`src/hdl/maglev_table_build_and_lookup_defines.svh`:
```
// Assertion macros used by the Maglev table top level.
`ifndef MAGLEV_TABLE_BUILD_AND_LOOKUP_DEFINES_SVH
`define MAGLEV_TABLE_BUILD_AND_LOOKUP_DEFINES_SVH

// Same-cycle implication, checked outside reset.
`define MTBL_ASSERT_NOW(label, ante, cons, msg) \
    label: assert property (@(posedge clk) disable iff (!rst_n) (ante) |-> (cons)) \
        else $error(msg);

// Next-cycle implication, checked outside reset.
`define MTBL_ASSERT_NEXT(label, ante, cons, msg) \
    label: assert property (@(posedge clk) disable iff (!rst_n) (ante) |=> (cons)) \
        else $error(msg);

`endif

```
`src/hdl/mtbl_pkg.sv`:
```
// Package with constants, command codes and status type of the Maglev table.
package mtbl_pkg;

    localparam int TABLE_DEPTH        = 4096;
    localparam int MAX_NODES          = 16;
    localparam int DEFAULT_TABLE_SIZE = 4093;

    localparam int ADDR_W     = $clog2(TABLE_DEPTH);
    localparam int SIZE_W     = ADDR_W + 1;
    localparam int NODE_IDX_W = $clog2(MAX_NODES);
    localparam int NODE_CNT_W = NODE_IDX_W + 1;
    localparam int FACTOR_W   = 7;
    localparam int REM_STEPS  = 32;
    localparam int REM_CNT_W  = $clog2(REM_STEPS);

    typedef enum logic [4:0] {
        OP_NONE,
        OP_LATCH,
        OP_BATCH,
        OP_PR_DIV,
        OP_PR_NEXT,
        OP_PR_YES,
        OP_PR_NO,
        OP_DUP_INIT,
        OP_DUP_STEP,
        OP_OFF_DIV,
        OP_OFF_SAVE,
        OP_SKIP_DIV,
        OP_SKIP_SAVE,
        OP_BUILD_EMPTY,
        OP_CLR_INIT,
        OP_CLR_STEP,
        OP_B_LOAD,
        OP_B_RD,
        OP_B_CHK,
        OP_B_DONE,
        OP_LK_DIV,
        OP_LK_RD,
        OP_OUT_HIT,
        OP_OUT_MISS
    } dp_op_t;

    typedef struct packed {
        logic is_lookup;
        logic last;
        logic loading;
        logic table_ok;
        logic v_lt2;
        logic v_eq2;
        logic v_even;
        logic f_sq_gt;
        logic rem_done;
        logic rem_zero;
        logic keep;
        logic j_end;
        logic count_full;
        logic count_zero;
        logic clr_last;
        logic filled_hit;
        logic fill_last;
        logic out_busy;
    } dp_status_t;

endpackage

```
`src/hdl/mtbl_ctrl.sv`:
```
// Controller state machine that sequences loads, the prime test, the build and lookups.
module mtbl_ctrl (
    input  logic                 clk,
    input  logic                 rst_n,
    input  logic                 in_valid,
    output logic                 in_ready,
    input  mtbl_pkg::dp_status_t status,
    output mtbl_pkg::dp_op_t     cmd
);

    typedef enum logic [22:0] {
        S_IDLE      = 23'h000001,
        S_DISPATCH  = 23'h000002,
        S_PR_INIT   = 23'h000004,
        S_PR_TEST   = 23'h000008,
        S_PR_WAIT   = 23'h000010,
        S_DUP_INIT  = 23'h000020,
        S_DUP       = 23'h000040,
        S_ADD       = 23'h000080,
        S_OFF       = 23'h000100,
        S_OFF_WAIT  = 23'h000200,
        S_SKIP      = 23'h000400,
        S_SKIP_WAIT = 23'h000800,
        S_END       = 23'h001000,
        S_CLR       = 23'h002000,
        S_B_LOAD    = 23'h004000,
        S_B_RD      = 23'h008000,
        S_B_CHK     = 23'h010000,
        S_B_DONE    = 23'h020000,
        S_LK_DIV    = 23'h040000,
        S_LK_WAIT   = 23'h080000,
        S_LK_RD     = 23'h100000,
        S_HIT       = 23'h200000,
        S_MISS      = 23'h400000
    } state_t;

    state_t state_reg;
    state_t state_next;

    always_ff @(posedge clk or negedge rst_n)
    begin
        if (!rst_n)
        begin
            state_reg <= S_IDLE;
        end
        else
        begin
            state_reg <= state_next;
        end
    end

    assign in_ready = (state_reg == S_IDLE);

    always_comb
    begin
        state_next = state_reg;
        cmd        = mtbl_pkg::OP_NONE;
        unique case (state_reg)
            S_IDLE:
            begin
                if (in_valid)
                begin
                    cmd        = mtbl_pkg::OP_LATCH;
                    state_next = S_DISPATCH;
                end
            end
            S_DISPATCH:
            begin
                if (status.is_lookup)
                begin
                    state_next = status.table_ok ? S_LK_DIV : S_MISS;
                end
                else if (!status.loading)
                begin
                    cmd        = mtbl_pkg::OP_BATCH;
                    state_next = S_PR_INIT;
                end
                else
                begin
                    state_next = S_DUP_INIT;
                end
            end
            S_PR_INIT:
            begin
                if (status.v_lt2)
                begin
                    cmd        = mtbl_pkg::OP_PR_NO;
                    state_next = S_DUP_INIT;
                end
                else if (status.v_eq2)
                begin
                    cmd        = mtbl_pkg::OP_PR_YES;
                    state_next = S_DUP_INIT;
                end
                else if (status.v_even)
                begin
                    cmd        = mtbl_pkg::OP_PR_NO;
                    state_next = S_DUP_INIT;
                end
                else
                begin
                    state_next = S_PR_TEST;
                end
            end
            S_PR_TEST:
            begin
                if (status.f_sq_gt)
                begin
                    cmd        = mtbl_pkg::OP_PR_YES;
                    state_next = S_DUP_INIT;
                end
                else
                begin
                    cmd        = mtbl_pkg::OP_PR_DIV;
                    state_next = S_PR_WAIT;
                end
            end
            S_PR_WAIT:
            begin
                if (status.rem_done)
                begin
                    if (status.rem_zero)
                    begin
                        cmd        = mtbl_pkg::OP_PR_NO;
                        state_next = S_DUP_INIT;
                    end
                    else
                    begin
                        cmd        = mtbl_pkg::OP_PR_NEXT;
                        state_next = S_PR_TEST;
                    end
                end
            end
            S_DUP_INIT:
            begin
                cmd        = mtbl_pkg::OP_DUP_INIT;
                state_next = S_DUP;
            end
            S_DUP:
            begin
                if (!status.keep || status.j_end)
                begin
                    state_next = S_ADD;
                end
                else
                begin
                    cmd = mtbl_pkg::OP_DUP_STEP;
                end
            end
            S_ADD:
            begin
                state_next = (status.keep && !status.count_full) ? S_OFF : S_END;
            end
            S_OFF:
            begin
                cmd        = mtbl_pkg::OP_OFF_DIV;
                state_next = S_OFF_WAIT;
            end
            S_OFF_WAIT:
            begin
                if (status.rem_done)
                begin
                    cmd        = mtbl_pkg::OP_OFF_SAVE;
                    state_next = S_SKIP;
                end
            end
            S_SKIP:
            begin
                cmd        = mtbl_pkg::OP_SKIP_DIV;
                state_next = S_SKIP_WAIT;
            end
            S_SKIP_WAIT:
            begin
                if (status.rem_done)
                begin
                    cmd        = mtbl_pkg::OP_SKIP_SAVE;
                    state_next = S_END;
                end
            end
            S_END:
            begin
                if (!status.last)
                begin
                    state_next = S_IDLE;
                end
                else if (status.count_zero)
                begin
                    cmd        = mtbl_pkg::OP_BUILD_EMPTY;
                    state_next = S_IDLE;
                end
                else
                begin
                    cmd        = mtbl_pkg::OP_CLR_INIT;
                    state_next = S_CLR;
                end
            end
            S_CLR:
            begin
                cmd = mtbl_pkg::OP_CLR_STEP;
                if (status.clr_last)
                begin
                    state_next = S_B_LOAD;
                end
            end
            S_B_LOAD:
            begin
                cmd        = mtbl_pkg::OP_B_LOAD;
                state_next = S_B_RD;
            end
            S_B_RD:
            begin
                cmd        = mtbl_pkg::OP_B_RD;
                state_next = S_B_CHK;
            end
            S_B_CHK:
            begin
                cmd = mtbl_pkg::OP_B_CHK;
                if (status.filled_hit)
                begin
                    state_next = S_B_RD;
                end
                else if (status.fill_last)
                begin
                    state_next = S_B_DONE;
                end
                else
                begin
                    state_next = S_B_LOAD;
                end
            end
            S_B_DONE:
            begin
                cmd        = mtbl_pkg::OP_B_DONE;
                state_next = S_IDLE;
            end
            S_LK_DIV:
            begin
                cmd        = mtbl_pkg::OP_LK_DIV;
                state_next = S_LK_WAIT;
            end
            S_LK_WAIT:
            begin
                if (status.rem_done)
                begin
                    state_next = S_LK_RD;
                end
            end
            S_LK_RD:
            begin
                cmd        = mtbl_pkg::OP_LK_RD;
                state_next = S_HIT;
            end
            S_HIT:
            begin
                if (!status.out_busy)
                begin
                    cmd        = mtbl_pkg::OP_OUT_HIT;
                    state_next = S_IDLE;
                end
            end
            S_MISS:
            begin
                if (!status.out_busy)
                begin
                    cmd        = mtbl_pkg::OP_OUT_MISS;
                    state_next = S_IDLE;
                end
            end
            default:
            begin
                state_next = S_IDLE;
            end
        endcase
    end

endmodule

```
`config.mk`:
```
export PLATFORM = sky130hd
export DESIGN_NAME = mtbl_ctrl
export DESIGN_NICKNAME = d
export VERILOG_FILES = /design/src/hdl/maglev_table_build_and_lookup_defines.svh /design/src/hdl/mtbl_pkg.sv /design/src/hdl/mtbl_ctrl.sv
export SDC_FILE = /design/constraint.sdc
export NUM_CORES = 1
export LEC_CHECK = 0
export BUFFER_PORTS_ARGS = -buffer_cell sky130_fd_sc_hd__buf_2
export CORE_UTILIZATION = 61
export CTS_CLUSTER_DIAMETER = 100
export CTS_CLUSTER_SIZE = 16
export DETAILED_ROUTE_END_ITERATION = 16
export GPL_TIMING_DRIVEN = 0
export PLACE_DENSITY = 0.95
export REMOVE_ABC_BUFFERS = 1
export SYNTH_ARGS = -nofsm -noshare
export SYNTH_HDL_FRONTEND = slang
export SYNTH_SLANG_ARGS = --single-unit
export TNS_END_PERCENT = 10
```
`constraint.sdc`:
```
create_clock -name clk -period 3.71 [get_ports clk]
set_input_delay 0.742 -clock clk [delete_from_list [all_inputs] [get_ports clk]]
set_output_delay 0.742 -clock clk [all_outputs]
set_load 0.05 [all_outputs]
```
# Yosys cells after proc, flatten, opt, wreduce, memory -nomap -nowiden
# Cells that the tools add are included.
word_totals:
  ff_bits: 23
  in_bits: 21
  out_inout_bits: 6
  elab_cells: 77
op_classes:
  n_eq_ne: 31
  muxes: 39
  reduce_logical: 6
ops:
  columns: ["operator", "count"]
  rows:
  - ["case mux 23 bit (21 select lines)", 1]
  - ["2-to-1 mux 23 bit", 10]
  - ["case mux 5 bit (21 select lines)", 1]
  - ["2-to-1 mux 18 bit", 2]
  - ["2-to-1 mux 6 bit", 6]
  - ["2-to-1 mux 14 bit", 2]
  - ["== test 23 x 1 -> 1 bit, second input constant", 1]
  - ["== test 23 x 10 -> 1 bit, second input constant", 1]
  - ["== test 23 x 11 -> 1 bit, second input constant", 1]
  - ["== test 23 x 12 -> 1 bit, second input constant", 1]
  - ["== test 23 x 13 -> 1 bit, second input constant", 1]
  - ["== test 23 x 14 -> 1 bit, second input constant", 1]
  - ["== test 23 x 15 -> 1 bit, second input constant", 1]
  - ["== test 23 x 16 -> 1 bit, second input constant", 1]
  - ["== test 23 x 17 -> 1 bit, second input constant", 1]
  - ["== test 23 x 18 -> 1 bit, second input constant", 1]
  - ["== test 23 x 19 -> 1 bit, second input constant", 1]
  - ["== test 23 x 2 -> 1 bit, second input constant", 1]
  - ["== test 23 x 20 -> 1 bit, second input constant", 1]
  - ["== test 23 x 21 -> 1 bit, second input constant", 1]
  - ["== test 23 x 22 -> 1 bit, second input constant", 1]
  - ["== test 23 bit, second input constant", 1]
  - ["== test 23 x 3 -> 1 bit, second input constant", 1]
  - ["== test 23 x 4 -> 1 bit, second input constant", 1]
  - ["other kinds (17)", 36]

# Longest topological paths before layout
# Gate-level depths: netlist (run 1).
logic_depth:
  ltp_word: 4
  ltp_mapped: 9
  ltp_nobuf: 6

# Least setup slack after synthesis (run 1)
# Ideal clock, no wire load.
synth_path:
  path_type: "flip-flop to flip-flop"
  startpoint: "register state_reg[9]"
  endpoint: "register state_reg[19]"
  setup_time_ps: 64
  t_arrival_ps: 3006
  required_ps: 3646
  setup_slack_ps: 640
  stages_incl_launch_ff: 9
  n_path_buf: 2
  synth_period_minus_slack_ps: 3070
  path_cell_list: "dfrtp_1 > buf_6 > nor4_4 > nand3_1 > nor3_1 > a222oi_1 > nand3b_2 > buf_6 > a21o_1"
synth_via:
  word_cells_on_any_way: 33
  classes_between: "eq/ne: 30; mux: 1; reduce/logical: 2"
synth_lines:
  columns: ["element", "line", "source"]
  rows:
  - ["start, declared", "mtbl_ctrl.sv:37", "state_t state_reg;"]
  - ["start signal, assigned", "mtbl_ctrl.sv:48", "state_reg <= state_next;"]
  - ["== test 23 x 1 -> 1 bit *", null, null]
  - ["via in_ready", "mtbl_ctrl.sv:6", "output logic in_ready,"]
  - ["inequality test 2 bit (no line)", null, null]
  - ["AND reduction 8 bit (no line)", null, null]
# The timed path passes the listed nets; every way through them passes the cells marked *.
# A chain may end at the register's enable or synchronous reset.

# Worst setup path in the final report (run 1)
layout_path:
  startpoint: "register state_reg[13]"
  endpoint: "output port cmd[3]"
layout_via:
  elab_chain_len: 2
  word_cells_on_any_way: 22
  classes_between: "eq/ne: 21; mux: 1"
layout_rtl:
  columns: ["element", "line", "source"]
  rows:
  - ["== test 23 bit (tied with other cells)", "mtbl_ctrl.sv:58", "unique case (state_reg)"]
  - ["case mux 5 bit (21 select lines) *", "mtbl_ctrl.sv:58", null]
  - ["end, declared", "mtbl_ctrl.sv:8", "output mtbl_pkg::dp_op_t cmd"]
# Every way passes the cells marked *; elsewhere a longest branch is shown, timed or not.

==> results of run 1 <==
logic make-up after synthesis:
group                     after synthesis  share of synthesized area, %
AOI/OAI and AO/OA                      30                          13.0
xor gates and xnor gates                8                          4.11
buffers and inverters                  13                          3.89
muxes                                   1                         0.587
DFF                                    23                          33.8
and+or+nand+nor                       125                          44.6
placed cells by master (no fill, tap or decap), types with 4 or more instances in the layout:
cell and n:
a21o_1 5, and3_1 6, buf_2 26, buf_4 4, dfrtp_1 22, inv_1 7, nand2_1 16, nand3_1 5
nand3b_1 7, nand4_1 7, nand4b_1 4, nor2_1 21, nor3_1 10, nor3_2 4, nor4_1 6, nor4b_1 4
o21ai_0 5, or3_1 4, or4_1 6, xnor2_1 4, xor2_1 4
final cells by class:
cell class                      instances  area [um^2]  area share, %
Sequential cell                        23          577           29.8
Clock inverter                          1         5.00          0.259
Tap cell                               30         37.5           1.94
Inverter                                7         26.3           1.36
Clock buffer                            3         22.5           1.17
Multi-Input combinational cell        164         1100           57.2
Timing Repair Buffer                   30          160           8.28
report_power, final:
| group | internal [mW] | switching [mW] |
|---|---|---|
| Sequential | 0.271 | 0.0213 |
| Combinational | 0.145 | 0.274 |
| Clock | 0.0404 | 0.0813 |
| Total | 0.456 | 0.377 |
critical path, cell delays in order (launching register included):
cell,delay [ns]
dfrtp_1,0.47
nor4_2,0.44
nand4_1,0.14
buf_4,0.18
or3_1,0.33
nor4b_1,0.33
and2_1,0.20
or4b_2,0.12
buf_2,0.25
timing repair:
item | CTS | global route
gates resized for setup | 0 | 7
pin swaps | 1 | 1
setup buffers | 2 | 2
endpoints found under the setup margin | 2 | 3
worst paths after layout:
| check | from | endpoint | slack (ns) | depth (start not counted) |
|---|---|---|---|---|
| worst min-delay path | rst_n | state_reg[13] | 0.37 | 1 |
| min in group clk | status[14] | state_reg[22] | 0.58 | 2 |
| max in group asynchronous | rst_n | state_reg[0] | 2.98 | 1 |
| worst max register to register | state_reg[9] | state_reg[5] | 1.05 | 7 |
| worst max-delay path | state_reg[13] | cmd[3] | 0.18 | 8 |
| worst min register to register | state_reg[0] | state_reg[1] | 0.60 | 2 |
layer usage:
layer | wire, um | global-route usage, %
met1 | 1980 | 44.6
met2 | 2190 | 58.0
met3 | 371 | 4.37
met4 | 99 | 7.50
met5 | 0 | 0
through the flow:
stage / TNS (ns) / area [um^2]
6_report: 0 / 1930
5_1_grt: -0.0420 / 1930
4_1_cts: 0 / 1880
3_5_place_dp: 0 / 1830
3_3_place_gp: 0 / 1830
2_1_floorplan: 0 / 1670
==> qor.yml, run 1 <==
yosysWarnings: 0
netlist.area_leader.share_pct: 32.3
drcViolationCount: 0
die_area_um2: 3010
wl_mm: 4.64
cts_buffers: 3
ys.flop_type: "dfrtp_1"
start_kind: "flip-flop"
cts_tree: "done"
grt_pass1_wl_mm: 7.02
firstDrtPassIters: 7
fmax_ghz: 0.284
leakage_nw: 1.00
synth.most_common_cell: "dfrtp_1"
path_max_fanout: 6
layout_setup_ws_ns: 0.185
setup-violations-final: 0
final_util_pct: 75.3
fill_cells: 212
die_h_um: 54.9
status: "completed"
skew_ns: 0.0106
drive_gt1_share_pct: 23.7
avgViaCountPerCell: 6.78
drv_cap: 0
whs_ns: 0.368
dp_cells: 250
cp.required_ns: 2.97
critPathKind: "reg -> out"
syn_to_final_growth_pct: 13.3
syn-cell-area_um2: 1710
synthTopCellsByArea: "dfrtp_1, nor2_1, nor3_1, nand2_1, nand3b_1"
hold_viol: 0
diodes: 0
finalPower_uw: 833
num_vias: 1748
grt.overflow.total: 0
portBuffers: 26
cts.sinks: 23
root_buffer: "clkbuf_4"
period_share_pct: 95.0
rows: 18
clk_pin_slew_ns: 0.14
yosys-top-cells-count: "dfrtp_1, nor2_1, nand2_1"
ctsHoldBuffers: 0
synthArstFlopShare_pct: 100
fin_nets: 250
die_w_um: 54.9
power_density_nw_per_um2: 431
end_kind: "output port"
stdcell_count: 258
worst_pin_slew_ns: 0.584
pin_count: 27
cts.htree.levels: 1
period_needed_ns: 3.53
synth_cell_types: 54
syn_area_per_cell_um2: 8.53
track_usage_pct: 33.6
drt_iter0_drc: 98
pre_cts_ws_ns: 0.193
finalMaxSlewViolations: 0
timing.slew.headroom_pct: 60.1
wire_per_inst_um: 18.0
worstPathArrival_ns: 2.78
globalplace.congestion: 1.01
largest_reg_flops: 23
antenna_found_initial: 0
synth_seq_cells: 23
synth-edff-count: 0
ys_seq_area_share_pct: 33.8
grt_start_max_net_pins: 24
vdd_drop_max_v: 0.000324
synthCells: 200
cts_buffer_depth: 2
hp-class: "in -> async"
yosys.area.top_type: "dfrtp_1"
start_util_pct: 66.5
drtAntennaViolNets: 0
grt_pass1_vias: 1505
core_um2: 2570
clk-insertion-delay-late_ns: 0.32
dpl.hpwl_mm: 3.48
(Power assumes the default switching activity.)
==> run 2: changes to the inputs <==
Settings changed: ABC_AREA from default to 1.
==> qor.yml, run 2 <==
fin_nets: 301  # +20%
synth-edff-count: 0  # unchanged
ctsHoldBuffers: 0  # unchanged
critPathKind: "reg -> out"
num_vias: 1718  # -1.7%
cts_buffers: 3  # unchanged
largest_reg_flops: 23  # unchanged
fmax_ghz: 0.318  # +12%
start_kind: "flip-flop"
drcViolationCount: 0  # unchanged
p_int_uw: 412  # -9.6%
grt_pass1_wl_mm: 6.13  # -13%
cts_buffer_depth: 2  # unchanged
cts_setup_buffers: 0  # -2
final_util_pct: 73.6  # -1.7 points
regToRegSetupSlack_ns: 1.82  # +0.77 ns
placed_area_um2: 1850  # +0.68%
power_frac_seq_pct: 37.2  # +2.1 points
grt.overflow.total: 0  # unchanged
fill_cells: 211  # -0.47%
cts.htree.levels: 1  # unchanged
portBuffers: 26  # unchanged
synth_cell_types: 31  # -43%
leakage_nw: 1.05  # +5.1%
synthTopCellsByArea: "dfrtp_1, nor2_1, nand2_1, inv_1, nand3_1"
synthCells: 250  # +25%
rows: 18  # unchanged
hp-class: "in -> async"
final_cell_mix: "nor2_1, nand2_1, inv_1"
antenna_found_initial: 0  # unchanged
grt_setup_unrepaired: "no"
r2r-start: "state_reg[2]"
avgViaCountPerCell: 5.56  # -18%
cts_tree: "done"
drive_gt1_share_pct: 21.5  # -2.2 points
die_w_um: 54.6  # -0.46%
clkPwrFrac_pct: 15.4  # +0.8 points
finalMaxSlewViolations: 0  # unchanged
power_density_nw_per_um2: 408  # -5.3%
clk-insertion-delay-late_ns: 0.32  # about the same
ys_seq_area_share_pct: 34.1  # +0.33 points
synth.most_common_cell: "nor2_1"
syn_to_final_growth_pct: 10.8
finalInstanceArea_um2: 1870  # -3.1%
hold_viol: 0  # unchanged
synthArstFlopShare_pct: 100  # unchanged
pwr-share-comb_pct: 47.4  # -2.9 points
die_area_um2: 2990  # -0.93%
reg2regPathDepth: 11  # +4
pin_count: 27  # unchanged
grt_pass1_vias: 1525  # +1.3%
synth_seq_cells: 23  # unchanged
end_kind: "output port"
drtAntennaViolNets: 0  # unchanged
sw_frac_of_total_pct: 46.1  # +0.79 points
worstPathArrival_ns: 2.41  # -0.37 ns
skew_ns: 0.00343  # -0.00715 ns
diodes: 0  # unchanged
ys.flop_type: "dfrtp_1"
timing.slew.headroom_pct: 65.4  # +5.3 points
ctsResizeCount: 0  # unchanged
syn-cell-area_um2: 1690  # -0.95%
finalPower_uw: 764  # -8.2%
mostFrequentLayoutCell: "nor2_1"
wire_per_inst_um: 12.9  # -28%
firstDrtPassIters: 4  # -3
p_switching_uw: 352  # -6.6%
yosys-top-cells-count: "nor2_1, nand2_1, inv_1"
status: "completed"
wl_mm: 3.99  # -14%
yosysWarnings: 0  # unchanged
clk_pin_slew_ns: 0.12  # -0.02 ns
syn_area_per_cell_um2: 6.76  # -21%
core_um2: 2540  # -0.88%
drv_cap: 0  # unchanged
worst_pin_slew_ns: 0.520  # -0.0644 ns
cp-startpoint: "state_reg[9]"
cts.sinks: 23  # unchanged
period_share_pct: 84.9  # -10 points
netlist.area_leader.share_pct: 32.6  # +0.31 points
root_buffer: "clkbuf_4"
track_usage_pct: 29.5  # -4.1 points
die_h_um: 54.6  # -0.46%
setup-violations-final: 0  # unchanged
dpl.hpwl_mm: 3.20  # -8.1%
vdd_drop_max_v: 0.000389  # +20%
timing.rr.end: "state_reg[0]"
start_util_pct: 66.4  # about the same
period_needed_ns: 3.15  # -0.376 ns
setup-tns-final_ns: 0  # unchanged
path_max_fanout: 8  # +2
cp.required_ns: 2.97  # about the same
globalplace.congestion: 0.926  # -8.0%
yosys.area.top_type: "dfrtp_1"
grt_start_max_net_pins: 24  # unchanged
drt_iter0_drc: 56  # -43%
-- run 2: cell families (layout without fill, tap and decap cells) --
family / Yosys count / count (layout) / synth area share (%)
AND/OR/NAND/NOR: 165 / 165 / 49.3
buffers and inverters: 42 / 71 / 9.92
AO/OA/AOI/OAI: 20 / 20 / 6.66
flip-flops: 23 / 23 / 34.1
-- run 2: layout make-up --
cell class	instances	area, um^2	area share, %
inverters	41	156	8.35
repair buffers	26	130	6.95
clock buffers	4	26.3	1.40
well taps	30	37.5	2.00
flip-flops and latches	23	577	30.8
multi-input cells	185	946	50.5
-- run 2: power groups by stage --
stage / combinational, mW / sequential [mW] / clock, mW
CTS: 0.361 / 0.284 / 0.122
floorplan: 0.279 / 0.285 / 0
global route: 0.401 / 0.287 / 0.130
finish: 0.362 / 0.284 / 0.118
global placement: 0.355 / 0.288 / 0
detailed placement: 0.360 / 0.288 / 0
-- run 2: how the worst max path moves through the flow --
| stage | end | slack (ns) | cells after the start |
|---|---|---|---|
| 2_1_floorplan | cmd[1] | 1.14 | 10 |
| 3_3_place_gp | cmd[1] | 1.03 | 11 |
| 3_5_place_dp | cmd[1] | 0.96 | 11 |
| 4_1_cts | cmd[1] | 0.59 | 11 |
| 5_1_grt | cmd[1] | 0.39 | 10 |
| 6_report | cmd[1] | 0.56 | 11 |
-- run 2: metrics by stage --
step | hold WS [ns] | instances | setup slack [ns]
after floorplan | 0.446 | 249 | 1.14
after global placement | 0.509 | 305 | 1.03
after detailed placement | 0.514 | 305 | 0.963
after CTS | 0.393 | 309 | 0.593
after global routing | 0.405 | 309 | 0.394
final | 0.377 | 309 | 0.561
-- run 2: critical path: stages (launching register included) --
cell and delay [ns]:
dfrtp_1 0.45, nor2_1 0.19, nand2_2 0.13, nor2_8 0.19, nand2_4 0.12, nor2_4 0.15
inv_2 0.04, nor2_2 0.12, inv_1 0.06, or2_1 0.24, nand4_1 0.11, buf_2 0.27
-- run 2: metal layers --
| metal | up-vias | track usage [%] | routed length (um) |
|---|---|---|---|
| li1 | 865 | - | - |
| met1 | 783 | 36.0 | 1740 |
| met2 | 62 | 50.0 | 1940 |
| met3 | 8 | 7.78 | 248 |
| met4 | 0 | 9.40 | 61 |
| met5 | - | 0 | 0 |
==> run 3: changes to the inputs <==
Settings changed: CORE_UTILIZATION 61 to 56, PLACE_DENSITY 0.95 to 0.9.
Clock period 3.71 ns to 3.1 ns, I/O delays scaled along.
==> qor.yml, run 3 (synthesis results as in run 2) <==
grt_pass1_vias: 1494  # -2.0%
power_density_nw_per_um2: 506  # +24%
diodes: 0  # unchanged
root_buffer: "clkbuf_4"
mostFrequentLayoutCell: "nor2_1"
grt_pass1_wl_mm: 6.58  # +7.2%
globalplace.congestion: 0.927  # about the same
clk-insertion-delay-late_ns: 0.32  # about the same
finalInstanceArea_um2: 1900  # +1.7%
end_kind: "output port"
timing.slew.headroom_pct: 64.9  # -0.50 points
skew_ns: 0.000705  # -0.00273 ns
drt_iter0_drc: 105  # +88%
drtAntennaViolNets: 0  # unchanged
finalPower_uw: 963  # +26%
grt_start_max_net_pins: 24  # unchanged
path_max_fanout: 5  # -3
firstDrtPassIters: 5  # +1
worstPathArrival_ns: 2.37  # -0.04 ns
die_area_um2: 3240  # +8.6%
fmax_ghz: 0.334
portBuffers: 26  # unchanged
final_cell_mix: "nor2_1, nand2_1, inv_1"
leakage_nw: 1.07  # +1.2%
worst_pin_slew_ns: 0.522  # +0.00206 ns
grt_setup_unrepaired: "yes"
hp-class: "in -> async"
finalMaxSlewViolations: 0  # unchanged
drcViolationCount: 0  # unchanged
pin_count: 27  # unchanged
vdd_drop_max_v: 0.000405  # +4.1%
period_share_pct: 96.5
largest_reg_flops: 23  # unchanged
cp-startpoint: "state_reg[0]"
placed_area_um2: 1850  # about the same
rows: 19  # +1
antenna_found_initial: 0  # unchanged
grt.overflow.total: 0  # unchanged
syn_to_final_growth_pct: 12.7
period_needed_ns: 2.99
core_um2: 2810  # +10%
cts.htree.levels: 1  # unchanged
cp.required_ns: 2.48  # -0.49 ns
status: "completed"
critPathKind: "reg -> out"
r2r-start: "state_reg[2]"
fill_cells: 250  # +18%
clk_pin_slew_ns: 0.12  # about the same
wire_per_inst_um: 12.9  # -0.26%
drive_gt1_share_pct: 22.3  # +0.84 points
fin_nets: 304  # +1.0%
ctsHoldBuffers: 0  # unchanged
start_kind: "flip-flop"
die_h_um: 56.9  # +4.2%
dpl.hpwl_mm: 3.20  # +0.12%
setup-violations-final: 0  # unchanged
cts.sinks: 23  # unchanged
wl_mm: 4.03  # +1.0%
cts_buffer_depth: 2  # unchanged
cts_buffers: 3  # unchanged
start_util_pct: 60.3  # -6.2 points
cts_tree: "done"
avgViaCountPerCell: 5.48  # -1.4%
track_usage_pct: 26.5  # -3.0 points
die_w_um: 56.9  # +4.2%
hold_viol: 0  # unchanged
num_vias: 1716  # -0.12%
drv_cap: 0  # unchanged
[run 3: cell count changes in the layout (fill, tap and decap cells not counted), sizes merged]
| cell | before | now |
|---|---|---|
| clkbuf | 4 | 7 |
[run 3: through the flow]
step	utilization [%]	setup slack, ns	std cells	TNS [ns]	hold slack, ns
2_1_floorplan	-	0.652	249	0	0.324
3_3_place_gp	65.9	0.531	306	0	0.511
3_5_place_dp	65.9	0.509	306	0	0.518
4_1_cts	66.8	0.136	310	0	0.263
5_1_grt	67.9	-0.0111	313	-0.0111	0.294
6_report	67.9	0.109	313	0	0.249
[run 3: layout make-up]
cell class | instances | area (um^2) | area share (%)
clock buffer | 4 | 26.3 | 1.38
sequential | 23 | 577 | 30.3
multi-input combinational | 185 | 946 | 49.7
timing repair buffer | 29 | 160 | 8.41
inverter | 41 | 156 | 8.21
tap | 31 | 38.8 | 2.04
[run 3: worst paths after layout]
kind / depth (start not counted) / to / slack, ns
max: 9 / cmd[4] / 0.11
min: 1 / state_reg[9] / 0.25
max reg2reg: 12 / state_reg[0] / 1.13
min reg2reg: 2 / state_reg[22] / 0.55
max in group asynchronous: 1 / state_reg[0] / 2.49
min in group clk: 2 / state_reg[8] / 0.45
[run 3: worst max-delay path, cell delays in order, from the launching register on]
cell,delay (ns)
dfstp_2,0.58
nor2_2,0.06
nand2_2,0.14
nor2_4,0.08
buf_4,0.14
nand3_1,0.12
nand2_1,0.08
or2_1,0.26
or3b_1,0.36
buf_2,0.22
[run 3: power by group]
group | switching, mW | internal, mW | leakage, nW
registers | 0.0177 | 0.323 | 0.317
clock network | 0.0931 | 0.0505 | 0.0150
logic | 0.327 | 0.152 | 0.736
[run 3: layer usage]
layer	part of all wire, %	up-vias	track usage (%)
met5	0	-	0
met2	49	68	43.7
li1	-	864	-
met3	7.9	9	4.54
met4	0.84	0	4.88
met1	42	775	37.2
[run 3: repair_timing]
| action | CTS | global route |
|---|---|---|
| endpoints found under the setup margin | 0 | 4 |
| buffers inserted | 0 | 3 |
| resized for setup | 0 | 3 |
